## config.mk

```make
export PLATFORM = sky130hd
export DESIGN_NAME = caseless_substring_search
export DESIGN_NICKNAME = d
export VERILOG_FILES = /design/src/rtl/core/css_pkg.sv /design/src/rtl/core/css_front.sv /design/src/rtl/core/css_queue.sv /design/src/rtl/core/css_back.sv /design/src/rtl/core/caseless_substring_search.sv
export SDC_FILE = /design/constraint.sdc
export NUM_CORES = 1
export LEC_CHECK = 0
export BUFFER_PORTS_ARGS = -buffer_cell sky130_fd_sc_hd__buf_4
export CAP_MARGIN = 30
export CORE_ASPECT_RATIO = 0.7
export CORE_MARGIN = 2
export CORE_UTILIZATION = 38
export CTS_CLUSTER_SIZE = 40
export DETAILED_ROUTE_END_ITERATION = 6
export GPL_ROUTABILITY_DRIVEN = 0
export GPL_TIMING_DRIVEN = 0
export SYNTH_ARGS = -nofsm -noshare
export SYNTH_HDL_FRONTEND = slang
export SYNTH_SLANG_ARGS = --single-unit
```

## constraint.sdc

```tcl
create_clock -name clk -period 7.4 [get_ports clk]
set_input_delay 0 -clock clk [delete_from_list [all_inputs] [get_ports clk]]
set_output_delay 0 -clock clk [all_outputs]
set_load 0.03 [all_outputs]
```

## src/rtl/core/css_pkg.sv

```systemverilog
// Shared types, constants and helpers for the caseless substring search.
// Used by every module of the block; depends on nothing.
`default_nettype none

package css_pkg;

  localparam int NEEDLE_MAX_DEF   = 32;
  localparam int HAYSTACK_MAX_DEF = 65535;
  localparam int QUEUE_DEPTH      = 4;

  localparam int BYTE_W    = 8;
  localparam int WORD_W    = 64;
  localparam int CFG_IDX_W = 3;
  localparam int LEN_CFG_W = 6;
  localparam int COUNT_W   = 16;

  localparam logic [CFG_IDX_W-1:0] CFG_NEEDLE_WORD_0 = 3'd0;
  localparam logic [CFG_IDX_W-1:0] CFG_NEEDLE_WORD_1 = 3'd1;
  localparam logic [CFG_IDX_W-1:0] CFG_NEEDLE_WORD_2 = 3'd2;
  localparam logic [CFG_IDX_W-1:0] CFG_NEEDLE_WORD_3 = 3'd3;
  localparam logic [CFG_IDX_W-1:0] CFG_NEEDLE_LENGTH = 3'd4;

  typedef struct packed {
    logic               found;
    logic [COUNT_W-1:0] offset;
    logic               too_long;
  } css_result_t;

  // Fold ASCII upper case to lower case; everything else passes unchanged.
  function automatic logic [BYTE_W-1:0] fold_byte(input logic [BYTE_W-1:0] c);
    logic [BYTE_W-1:0] r;
    r = c;
    if (c >= 8'h41 && c <= 8'h5A) begin
      r = c + 8'h20;
    end
    return r;
  endfunction

endpackage

`default_nettype wire

```

## src/rtl/core/css_front.sv

```systemverilog
// Front end: needle configuration registers, byte folding and per-position compare.
// Depends on css_pkg.
`default_nettype none

module css_front #(
  parameter int NEEDLE_MAX = css_pkg::NEEDLE_MAX_DEF,
  parameter int LW         = $clog2(NEEDLE_MAX + 1)
) (
  input  wire logic                           clk,
  input  wire logic                           rst_n,
  input  wire logic                           cfg_valid,
  input  wire logic [css_pkg::CFG_IDX_W-1:0]  cfg_index,
  input  wire logic [css_pkg::WORD_W-1:0]     cfg_data,
  input  wire logic [css_pkg::BYTE_W-1:0]     hay_byte,
  output logic      [NEEDLE_MAX-1:0]          eq_vec,
  output logic      [LW-1:0]                  len_r
);
  import css_pkg::*;

  logic [NEEDLE_MAX-1:0][BYTE_W-1:0] needle_r;
  logic [LEN_CFG_W-1:0]              len_raw;
  logic [LW-1:0]                     len_nxt;
  logic [BYTE_W-1:0]                 hay_fold;

  assign len_raw = cfg_data[LEN_CFG_W-1:0];
  assign len_nxt = (len_raw > LEN_CFG_W'(NEEDLE_MAX)) ? LW'(NEEDLE_MAX) : LW'(len_raw);

  always_ff @(posedge clk) begin
    if (!rst_n) begin
      needle_r <= '0;
      len_r    <= '0;
    end else if (cfg_valid) begin
      // each needle byte belongs to word i/8, lane i%8
      for (int i = 0; i < NEEDLE_MAX; i++) begin
        if (cfg_index == CFG_IDX_W'(i >> 3)) begin
          needle_r[i] <= cfg_data[(i & 7) * BYTE_W +: BYTE_W];
        end
      end
      if (cfg_index == CFG_NEEDLE_LENGTH) begin
        len_r <= len_nxt;
      end
    end
  end

  assign hay_fold = fold_byte(hay_byte);

  always_comb begin
    for (int i = 0; i < NEEDLE_MAX; i++) begin
      eq_vec[i] = (fold_byte(needle_r[i]) == hay_fold);
    end
  end

endmodule

`default_nettype wire

```

## src/rtl/core/css_queue.sv

```systemverilog
// Small flop-based queue between the front and back ends.
// Depends on css_pkg only for the default queue depth.
`default_nettype none

module css_queue #(
  parameter int WIDTH = 33,
  parameter int DEPTH = css_pkg::QUEUE_DEPTH
) (
  input  wire logic             clk,
  input  wire logic             rst_n,
  input  wire logic             push,
  input  wire logic [WIDTH-1:0] push_data,
  output logic                  full,
  input  wire logic             pop,
  output logic      [WIDTH-1:0] pop_data,
  output logic                  empty
);
  localparam int AW = $clog2(DEPTH);

  logic [DEPTH-1:0][WIDTH-1:0] mem_r;
  logic [AW-1:0]               wptr_r;
  logic [AW-1:0]               rptr_r;
  logic [AW:0]                 cnt_r;
  logic                        do_push;
  logic                        do_pop;

  assign full     = (cnt_r == (AW+1)'(DEPTH));
  assign empty    = (cnt_r == '0);
  assign do_push  = push && !full;
  assign do_pop   = pop && !empty;
  assign pop_data = mem_r[rptr_r];

  always_ff @(posedge clk) begin
    if (do_push) begin
      mem_r[wptr_r] <= push_data;
    end
  end

  always_ff @(posedge clk) begin
    if (!rst_n) begin
      wptr_r <= '0;
      rptr_r <= '0;
      cnt_r  <= '0;
    end else begin
      if (do_push) begin
        wptr_r <= wptr_r + AW'(1);
      end
      if (do_pop) begin
        rptr_r <= rptr_r + AW'(1);
      end
      if (do_push && !do_pop) begin
        cnt_r <= cnt_r + (AW+1)'(1);
      end else if (do_pop && !do_push) begin
        cnt_r <= cnt_r - (AW+1)'(1);
      end
    end
  end

endmodule

`default_nettype wire

```

## src/rtl/core/css_back.sv

```systemverilog
// Back end: partial-match vector, byte count, first-match capture and result register.
// Depends on css_pkg.
`default_nettype none

module css_back #(
  parameter int NEEDLE_MAX   = css_pkg::NEEDLE_MAX_DEF,
  parameter int HAYSTACK_MAX = css_pkg::HAYSTACK_MAX_DEF,
  parameter int LW           = $clog2(NEEDLE_MAX + 1)
) (
  input  wire logic                  clk,
  input  wire logic                  rst_n,
  input  wire logic [LW-1:0]         len,
  input  wire logic                  q_empty,
  input  wire logic [NEEDLE_MAX:0]   q_data,
  output logic                       q_pop,
  input  wire logic                  res_pop,
  output logic                       res_valid,
  output css_pkg::css_result_t       res
);
  import css_pkg::*;

  localparam int NW = $clog2(NEEDLE_MAX);

  logic [NEEDLE_MAX-1:0] pm_r, pm_nxt, lenmask;
  logic [COUNT_W-1:0]    count_r, count_nxt;
  logic [COUNT_W-1:0]    first_r, first_nxt;
  logic                  seen_r, seen_nxt;
  logic                  ovf_r, ovf_nxt;
  logic                  ovalid_r;
  css_result_t           res_r, res_nxt;
  logic [NEEDLE_MAX-1:0] eq;
  logic                  last;
  logic [LW-1:0]         len_m1;
  logic                  hit;
  logic                  take;

  assign eq     = q_data[NEEDLE_MAX-1:0];
  assign last   = q_data[NEEDLE_MAX];
  assign len_m1 = len - LW'(1);

  always_comb begin
    for (int i = 0; i < NEEDLE_MAX; i++) begin
      lenmask[i] = (LW'(i) < len);
    end
  end

  // a finished result holds the back end only when it would be overwritten
  assign q_pop = !q_empty && (!last || !ovalid_r || res_pop);
  assign take  = q_pop;

  always_comb begin
    pm_nxt    = pm_r;
    count_nxt = count_r;
    first_nxt = first_r;
    seen_nxt  = seen_r;
    ovf_nxt   = ovf_r;
    hit       = 1'b0;
    if (count_r >= COUNT_W'(HAYSTACK_MAX)) begin
      ovf_nxt = 1'b1;
    end else begin
      pm_nxt = {pm_r[NEEDLE_MAX-2:0], 1'b1} & eq & lenmask;
      hit    = (len != '0) && pm_nxt[len_m1[NW-1:0]];
      if (hit && !seen_r) begin
        seen_nxt  = 1'b1;
        first_nxt = count_r + COUNT_W'(1) - COUNT_W'(len);
      end
      count_nxt = count_r + COUNT_W'(1);
    end
    res_nxt.found    = (len == '0) || seen_nxt;
    res_nxt.offset   = ((len != '0) && seen_nxt) ? first_nxt : '0;
    res_nxt.too_long = ovf_nxt;
  end

  always_ff @(posedge clk) begin
    if (!rst_n) begin
      pm_r     <= '0;
      count_r  <= '0;
      first_r  <= '0;
      seen_r   <= 1'b0;
      ovf_r    <= 1'b0;
      ovalid_r <= 1'b0;
    end else begin
      if (take && last) begin
        ovalid_r <= 1'b1;
      end else if (res_pop && ovalid_r) begin
        ovalid_r <= 1'b0;
      end
      if (take) begin
        if (last) begin
          // clear the search for the next haystack
          pm_r     <= '0;
          count_r  <= '0;
          first_r  <= '0;
          seen_r   <= 1'b0;
          ovf_r    <= 1'b0;
        end else begin
          pm_r    <= pm_nxt;
          count_r <= count_nxt;
          first_r <= first_nxt;
          seen_r  <= seen_nxt;
          ovf_r   <= ovf_nxt;
        end
      end
    end
  end

  always_ff @(posedge clk) begin
    if (take && last) begin
      res_r <= res_nxt;
    end
  end

  assign res_valid = ovalid_r;
  assign res       = res_r;

endmodule

`default_nettype wire

```

## src/rtl/core/caseless_substring_search.sv

```systemverilog
// Top level of the caseless substring search: front end, item queue, back end.
// Depends on css_pkg, css_front, css_queue and css_back.
//
//   channel  ports                                    accepted when
//   in       in_push/in_full, haystack byte, is_last  in_push && !in_full
//   out      out_pop/out_empty, found, offset, flag   out_pop && !out_empty
//   cfg      cfg_valid/cfg_ready, index, data         cfg_valid && cfg_ready
//
// One haystack byte per cycle is taken while in_full is low; each byte is folded
// and compared against all needle positions in the cycle it is accepted; the
// partial-match vector advances one byte per cycle in the back end unless
// stalled. A result is registered as its last byte leaves the queue. Synchronous
// reset clears the search and needle. A pending result stalls the back end only
// at the next last byte; the four-entry queue then fills and raises in_full.
`default_nettype none

module caseless_substring_search #(
  parameter int NEEDLE_MAX   = css_pkg::NEEDLE_MAX_DEF,
  parameter int HAYSTACK_MAX = css_pkg::HAYSTACK_MAX_DEF
) (
  input  wire logic                          clk,
  input  wire logic                          rst_n,
  input  wire logic                          in_push,
  output logic                               in_full,
  input  wire logic [css_pkg::BYTE_W-1:0]    in_haystack_byte,
  input  wire logic                          in_is_last,
  output logic                               out_empty,
  input  wire logic                          out_pop,
  output logic                               out_found,
  output logic      [css_pkg::COUNT_W-1:0]   out_match_offset,
  output logic                               out_too_long,
  input  wire logic                          cfg_valid,
  output logic                               cfg_ready,
  input  wire logic [css_pkg::CFG_IDX_W-1:0] cfg_index,
  input  wire logic [css_pkg::WORD_W-1:0]    cfg_data
);
  import css_pkg::*;

  localparam int LW = $clog2(NEEDLE_MAX + 1);

  logic [NEEDLE_MAX-1:0] eq_vec;
  logic [LW-1:0]         len;
  logic [NEEDLE_MAX:0]   q_data;
  logic                  q_empty;
  logic                  q_pop;
  logic                  res_valid;
  css_result_t           res;

  assign cfg_ready = 1'b1;

  css_front #(
    .NEEDLE_MAX (NEEDLE_MAX),
    .LW         (LW)
  ) u_front (
    .clk       (clk),
    .rst_n     (rst_n),
    .cfg_valid (cfg_valid),
    .cfg_index (cfg_index),
    .cfg_data  (cfg_data),
    .hay_byte  (in_haystack_byte),
    .eq_vec    (eq_vec),
    .len_r     (len)
  );

  css_queue #(
    .WIDTH (NEEDLE_MAX + 1),
    .DEPTH (QUEUE_DEPTH)
  ) u_queue (
    .clk       (clk),
    .rst_n     (rst_n),
    .push      (in_push),
    .push_data ({in_is_last, eq_vec}),
    .full      (in_full),
    .pop       (q_pop),
    .pop_data  (q_data),
    .empty     (q_empty)
  );

  css_back #(
    .NEEDLE_MAX   (NEEDLE_MAX),
    .HAYSTACK_MAX (HAYSTACK_MAX),
    .LW           (LW)
  ) u_back (
    .clk       (clk),
    .rst_n     (rst_n),
    .len       (len),
    .q_empty   (q_empty),
    .q_data    (q_data),
    .q_pop     (q_pop),
    .res_pop   (out_pop),
    .res_valid (res_valid),
    .res       (res)
  );

  assign out_empty        = !res_valid;
  assign out_found        = res.found;
  assign out_match_offset = res.offset;
  assign out_too_long     = res.too_long;

endmodule

`default_nettype wire

```

==> out/metrics.yaml <==
status: "completed"
dr.pass1.iters: 5
worstHoldPathCells: 5
crit_required_ns: 7.94
p_leak_nw: 10.5
synth_edf_count: 150
hpwlAfterDp_mm: 59.9
path_max_fanout: 10
worstSetupEndpointType: "flip-flop"
finalHoldViolations: 0
timing.rr.start: "u_front.len_r[0]"
setup_violations: 0
start_kind: "flip-flop"
netlist_top_cells_area: "dfxtp_1 (27%), edfxtp_1 (18%), nand2_1 (9.1%)"
holdPathEnd: "u_front.len_r[1]"
tritoncts: "done"
clockRootBuffer: "clkbuf_16"
tightest_slew_ns: 1.03
ys_types: 80
htree_levels: 2
grt_pass1_vias: 20057
layout_min_cycle_time_ns: 4.05
syn_area_sq_um: 24800
portBuffers: 93
r2r.worst_path.cells: 12
start_util_pct: 38.3
ff2ff_setup_slack_ns: 3.35
skew_ns: 0.0384
dieHeight_um: 218
crit_buf_inv: 3
ys_seq_elements: 485
utilization_pct: 45.4
fin_tns_setup_ns: 0
grt_max_degree: 29
drc: 0
timing.rr.end: "u_back.first_r[10]"
timing.final.ws_setup_ns: 3.35
max_freq_ghz: 0.247
grt_overflow_total: 0
critPathMaxStageDelay_ns: 0.47
clkTransAtPathRegs_ns: 0.06
antenna_left: 0
die_w_um: 309
clock_path_buffers: 3
drive_gt1_share_pct: 9.21
drtIter0Drc: 2261
rsz0062_at_grt: "no"
fin_cells: 3844
cts_setup_buffers: 0
slew_viol_final: 0
dpl.cell_count: 3677
routed_via_density: 5.52
pre_cts_slack_ns: 3.52
wl_per_cell_um: 21.1
p_total_mw: 6.98
async_flop_share_pct: 0
insertion_delay_ns: 0.61
ys_seq_area_share_pct: 45.2
vias: 21211
rows: 78
yosysTopAreaCell: "dfxtp_1"
yosysMostFrequentCell: "nand2_1"
cp_top_family: "compound AO/OA/AOI/OAI gates"
dieArea_sq_um: 67300
avgSynthCellArea_sq_um: 9.27
numCtsBuffers: 51
worstSetupPathType: "reg2reg"
yosysTopAreaCellShare_pct: 27.0
maxSlewHeadroom_pct: 30.6
power_density_nw_per_um2: 238
totalWireLength_mm: 81.1
synthFlopType: "dfxtp_1"
cap_violations: 0
worstHoldStart: "cfg_index[1]"
design.portCount: 102
synth_nets: 2806
cts_sinks: 485
syn_to_final_growth_pct: 18.5
hp-class: "in2reg"
groute.usage.overall_pct: 23.8
fillers: 6166
antenna_found_initial: 1
critPathArrivalTime_ns: 4.59
netlist_top_cells_count: "nand2_1 (600), dfxtp_1 (335), a21boi_0 (277), xor2_1 (177), edfxtp_1 (150)"
synthCells: 2676
grt_pass1_wl_mm: 122
num-nets-final: 3051
ir_worst_vdd_mv: 0.157
critical_path.cell_chain: "clkbuf_1 -> clkinv_1 -> ha_1 -> nor2b_1 -> nor2_1 -> and2_1 -> a211o_1 -> o2bb2ai_1 -> o32ai_2 -> o31ai_4 -> buf_6 -> a22o_1"
finalCritPeriodShare_pct: 54.7
ys_warn_count: 0
slowest_stage: "ha_1"
core_sq_um: 64700
[tightest hold or removal path, stage by stage]
cell	delay [ns]
buf_4	0.13
nor2_1	0.10
nand3_1	0.13
nand2_1	0.06
a21boi_0	0.18
[flip-flops by register name (all words and copies together), names as in the netlist, 3 cells and up]
register and count:
u_front.len_r 6, u_back.first_r 16, u_front.needle_r 256, u_back.pm_r 31, u_queue.mem_r 132, u_back.count_r 16
u_back.res 18, u_queue.cnt_r 3
[worst max-delay path by stage]
stage               cells after the start                start                 end
floorplan                              12     u_front.len_r[0]  u_back.first_r[14]
global placement                        9  in_haystack_byte[0]   u_queue.mem_r[42]
detailed placement                     12     u_front.len_r[0]  u_back.first_r[10]
CTS                                    12     u_front.len_r[0]  u_back.first_r[10]
global route                           12     u_front.len_r[0]  u_back.first_r[12]
finish                                 12     u_front.len_r[0]  u_back.first_r[10]
[layout make-up]
cell class                 count  area (sq um)  area share (%)
buffer                       166           709            2.42
clock buffer                  72          1460            4.96
clock inverter                23           171           0.584
antenna                        1          2.50         0.00852
tap                          880          1100            3.75
timing repair buffer         192          1840            6.26
multi-input combinational   1983         12700            43.3
sequential                   485         11200            38.2
inverter                      42           158           0.537
[routing by layer]
layer	GRT usage, %	routed length (um)
met1	35.7	37600
met3	3.52	7230
met4	7.69	2530
met5	0	0
met2	35.0	33800
[timing repair]
| item | 4_1_cts | 5_1_grt |
|---|---|---|
| setup endpoints to repair | 0 | 0 |
| resized for setup | 0 | 0 |
| hold endpoints to repair | 275 | 0 |
| hold buffers | 70 | 0 |
[logic make-up (layout without fill, tap and decap cells)]
kind of cell / count (synthesis) / count (layout) / share of synthesized area [%]
muxes: 43 / 43 / 3.26
adders and majority gates: 49 / 49 / 2.53
AOI/OAI and AO/OA: 596 / 596 / 17.1
and+or+nand+nor: 1004 / 1004 / 18.1
DFF: 485 / 485 / 45.2
other: 1 / 2 / 0.0151
buffers and inverters: 208 / 495 / 3.50
xor gates and xnor gates: 290 / 290 / 10.2
[cell usage in the layout (no fill, tap or decap), types with 27 or more instances in the layout]
cell / n
nor2_1: 95
nand4_1: 40
nand2_1: 600
or3_1: 29
clkbuf_16: 53
nor2b_1: 32
edfxtp_1: 150
clkbuf_1: 133
dlygate4sd3_1: 70
dfxtp_1: 335
a21o_1: 27
buf_4: 97
xnor2_1: 113
a22o_1: 28
nor3_1: 86
xor2_1: 177
o21ai_0: 72
a21boi_0: 277
a21oi_1: 68
ha_1: 47
inv_1: 41
[through the flow]
| step | area, sq um | hold slack (ns) |
|---|---|---|
| 2_1_floorplan | 24800 | 0.0989 |
| 3_3_place_gp | 26600 | 0.202 |
| 3_5_place_dp | 27000 | 0.216 |
| 4_1_cts | 29400 | 0.0183 |
| 5_1_grt | 29400 | 0.0728 |
| 6_report | 29400 | 0.0621 |
[where the power goes]
group / leakage (nW) / switching, mW / internal (mW) / total, mW
logic: 5.39 / 0.933 / 0.539 / 1.47
registers: 4.30 / 0.0774 / 2.88 / 2.96
clock network: 0.800 / 1.10 / 1.44 / 2.55
total: 10.5 / 2.11 / 4.86 / 6.98
Power figures use the tool's default switching activity.
